[src/rtl/ddo_pkg.sv]
// Shared types, constants and helpers for the wheel odometry block.
// Used by ddo_ctrl, ddo_dp and differential_drive_odometry.
package ddo_pkg;

  localparam int CordicStepsDefault = 24;

  localparam logic [31:0] MptReset = 32'd2199023;
  localparam logic [31:0] IbwReset = 32'd167772160;

  localparam logic [7:0] REG_METERS_PER_TICK    = 8'd0;
  localparam logic [7:0] REG_INVERSE_BASE_WIDTH = 8'd1;

  localparam logic [32:0] TWO_PI_Q24 = 33'd105414357;
  localparam logic signed [27:0] PI_Q24 = 28'sd52707179;
  localparam logic signed [27:0] TWO_PI_Q24_S = 28'sd105414357;
  localparam logic signed [33:0] PI_Q30 = 34'sd3373259426;
  localparam logic signed [33:0] HALF_PI_Q30 = 34'sd1686629713;
  localparam logic signed [33:0] CORDIC_GAIN = 34'sd652032874;

  localparam logic [1:0] OP_SAMPLE = 2'd0;
  localparam logic [1:0] OP_REPORT = 2'd1;
  localparam logic [1:0] OP_CLEAR  = 2'd2;

  typedef enum logic [1:0] {SH16, SH24, SH30} shift_t;

  typedef struct packed {
    logic [1:0]  op;
    logic [15:0] left_count;
    logic [15:0] right_count;
  } in_word_t;

  typedef struct packed {
    logic signed [47:0] pos_x;
    logic signed [47:0] pos_y;
    logic signed [31:0] heading;
    logic signed [47:0] delta_x;
    logic signed [47:0] delta_y;
    logic signed [31:0] delta_heading;
    logic signed [47:0] left_travel;
    logic signed [47:0] right_travel;
  } out_word_t;

  typedef enum logic [4:0] {
    S_IDLE, S_DECODE, S_MUL_L, S_MUL_R, S_SUMS, S_DIFF, S_MUL_T, S_RND_T,
    S_ANGLE, S_REM_S, S_FOLD, S_CORDIC, S_MUL_C, S_MUL_S, S_UPDATE,
    S_REM_R, S_REPORT
  } state_t;

  typedef enum logic [4:0] {
    CMD_NONE, CMD_LOAD, CMD_CLEAR, CMD_WRAP, CMD_MUL_L, CMD_MUL_R, CMD_SUMS,
    CMD_DIFF, CMD_MUL_T, CMD_RND_T, CMD_ANGLE, CMD_REM, CMD_FOLD, CMD_CORDIC,
    CMD_MUL_C, CMD_MUL_S, CMD_UPDATE, CMD_REPORT
  } cmd_t;

  typedef struct packed {
    logic [1:0] op;
    logic       zero_ticks;
    logic       ds_zero;
    logic       rem_last;
    logic       cordic_last;
    logic       out_busy;
  } status_t;

  function automatic logic [29:0] atan_q30(input logic [4:0] i);
    logic [29:0] v;
    case (i)
      5'd0:  v = 30'd843314856;
      5'd1:  v = 30'd497837829;
      5'd2:  v = 30'd263043836;
      5'd3:  v = 30'd133525158;
      5'd4:  v = 30'd67021686;
      5'd5:  v = 30'd33543515;
      5'd6:  v = 30'd16775850;
      5'd7:  v = 30'd8388437;
      5'd8:  v = 30'd4194282;
      5'd9:  v = 30'd2097149;
      5'd10: v = 30'd1048575;
      5'd11: v = 30'd524287;
      5'd12: v = 30'd262143;
      5'd13: v = 30'd131071;
      5'd14: v = 30'd65535;
      5'd15: v = 30'd32767;
      5'd16: v = 30'd16383;
      5'd17: v = 30'd8191;
      5'd18: v = 30'd4095;
      5'd19: v = 30'd2047;
      5'd20: v = 30'd1023;
      5'd21: v = 30'd511;
      5'd22: v = 30'd255;
      5'd23: v = 30'd127;
      5'd24: v = 30'd63;
      5'd25: v = 30'd31;
      5'd26: v = 30'd15;
      5'd27: v = 30'd8;
      5'd28: v = 30'd4;
      5'd29: v = 30'd2;
      5'd30: v = 30'd1;
      default: v = 30'd0;
    endcase
    return v;
  endfunction

  function automatic logic signed [47:0] sat48(input logic signed [49:0] v);
    logic signed [47:0] r;
    if (v > 50'sh0_7FFF_FFFF_FFFF) r = 48'sh7FFF_FFFF_FFFF;
    else if (v < -50'sh0_8000_0000_0000) r = 48'sh8000_0000_0000;
    else r = v[47:0];
    return r;
  endfunction

  function automatic logic signed [31:0] sat32(input logic signed [66:0] v);
    logic signed [31:0] r;
    if (v > 67'sh7FFF_FFFF) r = 32'sh7FFF_FFFF;
    else if (v < -67'sh8000_0000) r = 32'sh8000_0000;
    else r = v[31:0];
    return r;
  endfunction

  function automatic logic [33:0] abs34(input logic signed [33:0] v);
    return v[33] ? 34'(-v) : 34'(v);
  endfunction

endpackage

[src/rtl/ddo_ctrl.sv]
// Sequencer for the odometry datapath: one command per state.
// Depends on ddo_pkg.
module ddo_ctrl (
  input  logic              clk,
  input  logic              rst,
  input  logic              in_valid,
  output logic              in_ready,
  input  ddo_pkg::status_t  status,
  output ddo_pkg::cmd_t     cmd
);

  ddo_pkg::state_t state, state_next;

  always_ff @(posedge clk) begin
    if (rst) state <= ddo_pkg::S_IDLE;
    else state <= state_next;
  end

  always_comb begin
    state_next = state;
    case (state)
      ddo_pkg::S_IDLE: if (in_valid) state_next = ddo_pkg::S_DECODE;
      ddo_pkg::S_DECODE: begin
        case (status.op)
          ddo_pkg::OP_SAMPLE:
            state_next = status.zero_ticks ? ddo_pkg::S_IDLE : ddo_pkg::S_MUL_L;
          ddo_pkg::OP_REPORT: state_next = ddo_pkg::S_REM_R;
          default: state_next = ddo_pkg::S_IDLE;
        endcase
      end
      ddo_pkg::S_MUL_L: state_next = ddo_pkg::S_MUL_R;
      ddo_pkg::S_MUL_R: state_next = ddo_pkg::S_SUMS;
      ddo_pkg::S_SUMS:  state_next = ddo_pkg::S_DIFF;
      ddo_pkg::S_DIFF:  state_next = ddo_pkg::S_MUL_T;
      ddo_pkg::S_MUL_T: state_next = ddo_pkg::S_RND_T;
      ddo_pkg::S_RND_T:
        state_next = status.ds_zero ? ddo_pkg::S_UPDATE : ddo_pkg::S_ANGLE;
      ddo_pkg::S_ANGLE: state_next = ddo_pkg::S_REM_S;
      ddo_pkg::S_REM_S: if (status.rem_last) state_next = ddo_pkg::S_FOLD;
      ddo_pkg::S_FOLD:  state_next = ddo_pkg::S_CORDIC;
      ddo_pkg::S_CORDIC: if (status.cordic_last) state_next = ddo_pkg::S_MUL_C;
      ddo_pkg::S_MUL_C: state_next = ddo_pkg::S_MUL_S;
      ddo_pkg::S_MUL_S: state_next = ddo_pkg::S_UPDATE;
      ddo_pkg::S_UPDATE: state_next = ddo_pkg::S_IDLE;
      ddo_pkg::S_REM_R: if (status.rem_last) state_next = ddo_pkg::S_REPORT;
      ddo_pkg::S_REPORT: if (!status.out_busy) state_next = ddo_pkg::S_IDLE;
      default: state_next = ddo_pkg::S_IDLE;
    endcase
  end

  always_comb begin
    cmd = ddo_pkg::CMD_NONE;
    in_ready = 1'b0;
    case (state)
      ddo_pkg::S_IDLE: begin
        in_ready = 1'b1;
        if (in_valid) cmd = ddo_pkg::CMD_LOAD;
      end
      ddo_pkg::S_DECODE: begin
        case (status.op)
          ddo_pkg::OP_REPORT: cmd = ddo_pkg::CMD_WRAP;
          ddo_pkg::OP_CLEAR:  cmd = ddo_pkg::CMD_CLEAR;
          default: cmd = ddo_pkg::CMD_NONE;
        endcase
      end
      ddo_pkg::S_MUL_L:  cmd = ddo_pkg::CMD_MUL_L;
      ddo_pkg::S_MUL_R:  cmd = ddo_pkg::CMD_MUL_R;
      ddo_pkg::S_SUMS:   cmd = ddo_pkg::CMD_SUMS;
      ddo_pkg::S_DIFF:   cmd = ddo_pkg::CMD_DIFF;
      ddo_pkg::S_MUL_T:  cmd = ddo_pkg::CMD_MUL_T;
      ddo_pkg::S_RND_T:  cmd = ddo_pkg::CMD_RND_T;
      ddo_pkg::S_ANGLE:  cmd = ddo_pkg::CMD_ANGLE;
      ddo_pkg::S_REM_S:  cmd = ddo_pkg::CMD_REM;
      ddo_pkg::S_FOLD:   cmd = ddo_pkg::CMD_FOLD;
      ddo_pkg::S_CORDIC: cmd = ddo_pkg::CMD_CORDIC;
      ddo_pkg::S_MUL_C:  cmd = ddo_pkg::CMD_MUL_C;
      ddo_pkg::S_MUL_S:  cmd = ddo_pkg::CMD_MUL_S;
      ddo_pkg::S_UPDATE: cmd = ddo_pkg::CMD_UPDATE;
      ddo_pkg::S_REM_R:  cmd = ddo_pkg::CMD_REM;
      ddo_pkg::S_REPORT: if (!status.out_busy) cmd = ddo_pkg::CMD_REPORT;
      default: cmd = ddo_pkg::CMD_NONE;
    endcase
  end

endmodule

[config.mk]
export PLATFORM = sky130hd
export DESIGN_NAME = ddo_ctrl
export DESIGN_NICKNAME = d
export VERILOG_FILES = /design/src/rtl/ddo_pkg.sv /design/src/rtl/ddo_ctrl.sv
export SDC_FILE = /design/constraint.sdc
export NUM_CORES = 1
export LEC_CHECK = 0
export BUFFER_PORTS_ARGS = -buffer_cell sky130_fd_sc_hd__clkbuf_2
export CELL_PAD_IN_SITES_DETAIL_PLACEMENT = 1
export CELL_PAD_IN_SITES_GLOBAL_PLACEMENT = 2
export CORE_AREA = 2 2 49 51
export DETAILED_ROUTE_END_ITERATION = 12
export DIE_AREA = 0 0 51 53
export PLACE_DENSITY = 0.83
export REMOVE_ABC_BUFFERS = 1
export SETUP_SLACK_MARGIN = 0.1
export SLEW_MARGIN = 0
export SYNTH_ARGS = -nofsm -noshare
export SYNTH_HDL_FRONTEND = slang
export SYNTH_SLANG_ARGS = --single-unit
[constraint.sdc]
create_clock -name clk -period 3.04 [get_ports clk]
set_input_delay 0.304 -clock clk [delete_from_list [all_inputs] [get_ports clk]]
set_output_delay 0.304 -clock clk [all_outputs]
set_load 0.1 [all_outputs]
# Word-level counts from Yosys, hierarchy flattened
# Index checks and enable logic that the tools add are counted.
dict set report classes {
  n_eq_ne 23
  n_reduce_logical 4
  muxes 14
}
# operator n
set ops {}
lappend ops {{5-bit one-hot mux with 16 select lines} 2}
lappend ops {{5-bit by 4-bit equality test with 1-bit output (second input constant)} 8}
lappend ops {{5-bit 2-to-1 mux} 6}
lappend ops {{5-bit by 3-bit equality test with 1-bit output (second input constant)} 4}
lappend ops {{5-bit by 2-bit equality test with 1-bit output (second input constant)} 2}
lappend ops {{2-bit != test (second input constant)} 5}
lappend ops {{4-bit one-hot mux with 2 select lines} 1}
lappend ops {{5-bit by 1-bit equality test with 1-bit output (second input constant)} 1}
lappend ops {{5-bit equality test (second input constant)} 1}
lappend ops {{5-bit zero test} 1}
lappend ops {{5-bit AND reduction} 1}
lappend ops {{2-bit one-hot mux with 2 select lines} 1}
lappend ops {{3-bit 2-to-1 mux} 1}
lappend ops {{2-bit by 1-bit equality test with 1-bit output (second input constant)} 1}
lappend ops {{2-bit equality test (second input constant)} 1}
lappend ops {{2-bit zero test} 1}
lappend ops {{1-bit 2-to-1 mux} 2}
lappend ops {{2-bit 2-to-1 mux} 1}
lappend ops {{2-bit OR reduction} 1}
dict set report word_totals {
  reg_bits 5
  out_inout_bits 6
}

# Logic depth before layout (Yosys ltp)
# Gate-level depths: netlist (run 1).
dict set report depth {
  word_depth 3
  ltp_mapped 7
  ltp_nobuf 6
}

# Least setup slack after synthesis (run 1)
# Ideal clock, no wire load.
dict set report synth_timing {
  path_kind {register to output}
  from {reg state[0]}
  to {out cmd[0]}
  t_required_ns 2.736
  path_stages_with_launch 5
  slack_ns -0.453
  arrival_ns 3.189
  cell_sequence {dfxtp_1 -> clkbuf_1 -> clkbuf_1 -> a21oi_1 -> o31ai_1}
}
dict set report synth_between {
  elab_chain_len 3
}
# item line_no
set synth_lines {}
lappend synth_lines {{start: declaration} ddo_ctrl.sv:12} ;# ddo_pkg::state_t state, state_next;
lappend synth_lines {{start signal: assignment} ddo_ctrl.sv:15} ;# if (rst) state <= ddo_pkg::S_IDLE;
lappend synth_lines {{start signal: assignment} ddo_ctrl.sv:16} ;# else state <= state_next;
lappend synth_lines {{5-bit by 4-bit equality test with 1-bit output} ddo_ctrl.sv:54} ;# case (state)
lappend synth_lines {{2-bit OR reduction (no line)} -}
lappend synth_lines {{5-bit one-hot mux with 16 select lines *} ddo_ctrl.sv:54}
lappend synth_lines {{end: declaration} ddo_ctrl.sv:9} ;# output ddo_pkg::cmd_t cmd
# Every way passes the cells marked *; elsewhere a longest branch is shown, timed or not.

# Worst setup path after layout (run 1)
dict set report layout_timing {
  from {reg state[2]}
  to {out cmd[0]}
}
# The elaborated chain is that of the path after synthesis.

==> results of run 1 <==
-- path summary, 6_finish.rpt --
kind                                            start  cells after the start               endpoint  slack (ps)
worst max-delay path            state[2]$_SDFFE_PP0P_                      4                 cmd[0]         470
worst min-delay path                              rst                      2  state[3]$_SDFFE_PP0P_         320
worst max register to register  state[1]$_SDFFE_PP0P_                      5  state[1]$_SDFFE_PP0P_        1300
worst min register to register  state[1]$_SDFFE_PP0P_                      2  state[1]$_SDFFE_PP0P_         740
-- cell families after synthesis --
kind of cell               share of synthesized area [%]
adders and majority gates                           4.57
DFF                                                 18.3
and+or+nand+nor                                     36.5
muxes                                               2.05
xor gates and xnor gates                            1.60
buffers and inverters                               9.82
AOI/OAI and AO/OA                                   27.2
-- cell usage in the layout (no fill, tap or decap) --
| master | instances |
|---|---|
| a2111oi_0 | 1 |
| a21oi_1 | 11 |
| a22oi_1 | 1 |
| a31oi_1 | 1 |
| a32oi_1 | 1 |
| and3_1 | 2 |
| and3b_1 | 1 |
| clkbuf_1 | 1 |
| clkbuf_2 | 15 |
| clkbuf_4 | 3 |
| dfxtp_1 | 5 |
| ha_1 | 2 |
| inv_1 | 4 |
| mux2_2 | 1 |
| nand2_1 | 5 |
| nand2b_1 | 2 |
| nand3_1 | 2 |
| nand3b_1 | 4 |
| nor2_1 | 8 |
| nor2b_1 | 2 |
| nor3_1 | 5 |
| nor3b_1 | 2 |
| nor4b_1 | 1 |
| o211a_1 | 1 |
| o211ai_1 | 1 |
| o21ai_0 | 3 |
| o21ai_1 | 1 |
| o221ai_1 | 1 |
| o2bb2ai_1 | 1 |
| o31ai_1 | 1 |
| or3_1 | 1 |
| or4b_1 | 1 |
| xnor2_1 | 1 |
-- where the power goes --
part | internal, mW | switching (mW) | total, mW
Clock | 0.0495 | 0.0249 | 0.0744
Combinational | 0.103 | 0.346 | 0.449
Sequential | 0.0806 | 0.0609 | 0.142
-- cells in the mapped netlist --
cell type	number	area share [%]
a21oi_1	11	10
nor2_1	8	5.5
clkbuf_1	6	4.1
dfxtp_1	5	18
nand2_1	5	3.4
nor3_1	5	4.6
inv_1	4	2.7
nand3b_1	4	5.5
o21ai_0	3	2.7
and3_1	2	2.3
ha_1	2	4.6
nand2b_1	2	2.3
nand3_1	2	1.8
nor2b_1	2	2.3
nor3b_1	2	2.7
a2111oi_0	1	1.6
a22oi_1	1	1.4
a31oi_1	1	1.1
a32oi_1	1	1.6
and3b_1	1	1.6
buf_6	1	2.1
clkbuf_2	1	0.91
mux2_2	1	2.1
nor4b_1	1	1.6
o211a_1	1	1.8
o211ai_1	1	1.4
o21ai_1	1	0.91
o221ai_1	1	1.6
o2bb2ai_1	1	1.6
o31ai_1	1	1.4
or3_1	1	1.1
or4b_1	1	1.8
xnor2_1	1	1.6
-- per-stage QoR --
step	cell area [um2]	hold WS [ps]	power [mW]	TNS (ps)
after floorplan	509	373	0.510	-610
after global placement	619	555	0.587	0
after detailed placement	619	566	0.593	0
after CTS	646	311	0.673	0
after global routing	646	319	0.712	0
final	646	317	0.665	0
-- critical path, stage by stage (launching register included) --
cell,delay (ps)
dfxtp_1,440
or3_1,510
or4b_1,500
o31ai_1,80
clkbuf_2,490
-- cell type report --
type	instances	area (um2)	area share (%)
clock buffer	4	26.3	4.07
inverter	4	15.0	2.33
multi-input combinational	64	394	61.0
sequential	5	100	15.5
tap	28	35.0	5.43
timing repair buffer	15	75.1	11.6
-- routing by layer --
layer | share of wire [%] | vias to the layer above
li1 | - | 314
met1 | 49 | 292
met2 | 48 | 11
met3 | 2.9 | 0
met4 | 0 | 0
met5 | 0 | -
==> impl_metrics.py, run 1 <==
metrics = {
    "placement": {
        "io_buffers": 15,
        "place_inst": 116,
        "hpwl_um": 1130,
        "dp_slack_ps": 739,
        "place.gp.congestion": 0.703,
    },
    "global_routing": {
        "grt_remaining_overflow": 0,
        "grt_antenna_before_repair": 0,
        "met1_usage_pct": 15.6,
        "grt_pass1_vias": 595,
        "grtUsageTotal_pct": 12.4,
        "grt_max_degree": 22,
        "met3_usage_pct": 2.54,
        "grt_use_met2_pct": 21.6,
        "busiest_layer": "met2",
        "grt_pass1_wl_um": 2540,
    },
    "power": {
        "ir_worst_vdd_mv": 0.599,
        "power_density_mw_per_mm2": 1030,
        "leakage_nw": 0.272,
    },
    "layout": {
        "nNetsFinal": 105,
        "post-route-util_pct": 30.1,
        "nFillCells": 289,
        "top_regs": "state: 5 flops",
        "num_antenna_cells": 0,
        "regMostFlops": "state",
        "instances_no_fill": 120,
        "syn2layout_area_growth_pct": 17.8,
        "drive_above_1_share_pct": 20.7,
        "largest_reg_flops": 5,
    },
    "floorplanning": {
        "die_h_um": 53,
        "ios": 16,
        "die_area_mm2": 0.00270,
        "die_width_um": 51,
        "core_area_mm2": 0.00215,
        "row_count": 17,
        "start_util_pct": 25.5,
    },
    "sta": {
        "max_freq_ghz": 0.390,
        "rsz0062_at_grt": "false",
        "relSlewSlack_pct": 57.8,
        "finalSetupViolCount": 0,
        "setup_slack_ps": 473,
        "slew_violations": 0,
        "tightest_slew_ps": 632,
        "period_minus_slack_ps": 2570,
        "skew_ps": 2.58,
        "period_share_pct": 84.4,
        "hold_viol": 0,
    },
    "drt": {
        "wl_per_cell_um": 12.6,
        "drt_wl_total_um": 1510,
        "drcViolationCount": 0,
        "vias": 617,
        "postRouteAntennaNets": 0,
        "via_per_inst": 5.14,
        "drt_iter0_drc": 1,
        "firstDrtPassIters": 3,
    },
    "job": {
        "max-cap-violations": 0,
    },
    "clock_network": {
        "clk_latency_ps": 240,
        "clkTransAtPathRegs_ps": 40,
        "post_cts_buffers": 0,
        "numCtsBuffers": 3,
        "clockRootBuffer": "clkbuf_4",
        "cts.sinks": 5,
        "clock_path_buffers": 2,
        "cts_hold_buf": 0,
        "htreeDepth": 1,
        "cts_resized": 0,
        "cts_tree": "done",
    },
    "synthesis": {
        "synthCells": 81,
        "ys_seq_area_share_pct": 18.3,
        "syn_avg_cell_area_um2": 6.77,
        "yosysWarningCount": 0,
        "synth-seq-cells": 5,
        "netlist_area_um2": 548,
        "synth_cell_types": 33,
    },
    "worst_setup_path": {
        "cp-end-kind": "output port",
        "start_kind": "flip-flop",
        "required_ps": 2740,
        "critical_path_class": "reg -> out",
        "crit_fanout": 15,
        "arrival_ps": 2260,
    },
    "status": {
        "status": "finished clean",
    },
    "hold_path": {
        "worst_hold_path_type": "in -> reg",
    },
}
No activity file was read; power rests on OpenSTA's default activity.
==> run 2, diff against run 1 <==
--- a/config.mk
+++ b/config.mk
@@ -8,10 +8,10 @@
 export BUFFER_PORTS_ARGS = -buffer_cell sky130_fd_sc_hd__clkbuf_2
 export CELL_PAD_IN_SITES_DETAIL_PLACEMENT = 1
 export CELL_PAD_IN_SITES_GLOBAL_PLACEMENT = 2
-export CORE_AREA = 2 2 49 51
+export CORE_AREA = 2 2 52 54
 export DETAILED_ROUTE_END_ITERATION = 12
-export DIE_AREA = 0 0 51 53
-export PLACE_DENSITY = 0.83
+export DIE_AREA = 0 0 54 56
+export PLACE_DENSITY = 0.78
 export REMOVE_ABC_BUFFERS = 1
 export SETUP_SLACK_MARGIN = 0.1
 export SLEW_MARGIN = 0
==> constraint.sdc (replaced) <==
create_clock -name clk -period 2.2 [get_ports clk]
set_input_delay 0.22 -clock clk [delete_from_list [all_inputs] [get_ports clk]]
set_output_delay 0.22 -clock clk [all_outputs]
set_load 0.1 [all_outputs]
==> run 2 against run 1 <==
Compared with the run above: cell count is 7.5% higher; combinational power is 78% higher; clock power is 47% higher; clock skew is 3.6 ps higher; non-clock buffer count is 7 higher; die area is 12% higher; critical path depth stayed put; via count is 7.0% higher; power is 60% higher; hold slack worse by 100 ps; register-to-register slack worse by 620 ps.
==> impl_metrics.py, run 2 (same netlist as run 1, synthesis figures left out) <==
metrics = {
    "power": {
        "leakage_nw": 0.324,
        "ir_worst_vdd_mv": 0.585,
        "power_density_mw_per_mm2": 1410,
    },
    "sta": {
        "period_minus_slack_ps": 2070,
        "relSlewSlack_pct": 64.1,
        "setup_slack_ps": 133,
        "setup_tns_ps": 0,
        "slew_violations": 0,
        "tightest_slew_ps": 541,
        "period_share_pct": 93.9,
        "finalSetupViolCount": 0,
        "skew_ps": 6.19,
        "rsz0062_at_grt": "true",
        "hold_viol": 0,
        "max_freq_ghz": 0.484,
    },
    "layout": {
        "nNetsFinal": 112,
        "syn2layout_area_growth_pct": 38.4,
        "largest_reg_flops": 5,
        "instances_no_fill": 129,
        "num_antenna_cells": 0,
        "layout_commonest_cell": "clkbuf_2",
        "top_regs": "state: 5 flops",
        "final_cell_mix": "clkbuf_2 (13), a21oi_1 (11), nor2_1 (8), buf_4 (7)",
        "regMostFlops": "state",
        "drive_above_1_share_pct": 32.3,
    },
    "drt": {
        "vias": 660,
        "via_per_inst": 5.12,
        "wl_per_cell_um": 13.7,
        "drcViolationCount": 0,
        "drt_wl_total_um": 1770,
        "postRouteAntennaNets": 0,
        "firstDrtPassIters": 4,
        "drt_iter0_drc": 5,
    },
    "clock_network": {
        "clkTransAtPathRegs_ps": 50,
        "cts.sinks": 5,
        "clockRootBuffer": "clkbuf_4",
        "numCtsBuffers": 3,
        "cts_hold_buf": 0,
        "clk_latency_ps": 250,
        "cts_tree": "done",
        "clock_path_buffers": 2,
        "htreeDepth": 1,
    },
    "worst_setup_path": {
        "cp-end-kind": "output port",
        "slowest_delay_ps": 530,
        "crit_fanout": 4,
        "crit_path_cell_trace": "or3_4, or4b_1, o31ai_4, clkbuf_16",
        "r2r-start": "state[1]$_SDFFE_PP0P_",
        "required_ps": 1980,
        "arrival_ps": 1850,
        "rrSetupSlack_ps": 680,
        "slowest_stage": "or4b_1",
        "critical_path_class": "reg -> out",
        "startpoint": "state[1]$_SDFFE_PP0P_",
        "worst-path-buf-inv": 1,
        "crit_family": "simple AND/OR/NAND/NOR gates",
        "start_kind": "flip-flop",
    },
    "job": {
        "max-cap-violations": 0,
    },
    "floorplanning": {
        "die_area_mm2": 0.00302,
        "die_h_um": 56,
        "core_area_mm2": 0.00243,
        "ios": 16,
        "start_util_pct": 22.5,
        "die_width_um": 54,
        "row_count": 18,
    },
    "global_routing": {
        "grt_max_degree": 22,
        "grt_pass1_wl_um": 2820,
        "grt_antenna_before_repair": 0,
        "grtUsageTotal_pct": 12.7,
        "grt_remaining_overflow": 0,
        "grt_pass1_vias": 626,
    },
    "placement": {
        "place_inst": 122,
        "io_buffers": 15,
        "hpwl_um": 1220,
        "place.gp.congestion": 0.797,
        "dp_slack_ps": 342,
    },
    "hold_path": {
        "worst_hold_path_type": "in -> reg",
        "min-delay-start": "rst",
    },
    "status": {
        "status": "finished clean",
    },
}
-- run 2: final cells by class --
type	instances	area, um2
clock buffer	4	26.3
fill	325	1670
inverter	4	15.0
multi-input combinational	64	424
sequential	5	105
tap	30	37.5
timing repair buffer	22	150
-- run 2: worst paths after layout --
kind / end / depth (start not counted)
setup / recovery: cmd[0] / 4
setup reg to reg: state[2]$_SDFFE_PP0P_ / 6
hold / removal: state[1]$_SDFFE_PP0P_ / 2
hold reg to reg: state[1]$_SDFFE_PP0P_ / 3
-- run 2: repair_timing --
item,4_1_cts,5_1_grt
setup buffers,3,0
hold endpoints to repair,0,0
gates resized for setup,4,8
setup endpoints to repair,2,4
pin swaps,1,0
-- run 2: layer usage --
| metal | global-route usage, % | part of all wire (%) |
|---|---|---|
| met2 | 21.3 | 49 |
| met1 | 15.2 | 44 |
| met5 | 0 | 0 |
| met4 | 3.21 | 0.57 |
| met3 | 4.03 | 6.3 |
-- run 2: power by group --
part           internal, mW  leakage, nW  switching (mW)
Combinational         0.243        0.267           0.557
Clock                0.0688       0.0150          0.0406
Sequential            0.116       0.0418          0.0410
Total                 0.428        0.324           0.639
-- run 2: metrics by stage --
stage               hold WS, ps  instance area [um2]  utilization [%]  power, mW
global route                221                  758             31.2       1.14
CTS                         200                  737             30.3       1.07
detailed placement          478                  667             27.4      0.875
floorplan                   289                  509                -      0.704
global placement            477                  667             27.4      0.872
finish                      212                  758             31.2       1.07
-- run 2: worst register-to-register path, stage by stage (launching register included) --
cell      delay, ps
dfxtp_4         350
buf_4           160
mux2_2          340
o21ai_0         220
nand2_1         160
nand3b_1        110
o21ai_0          80
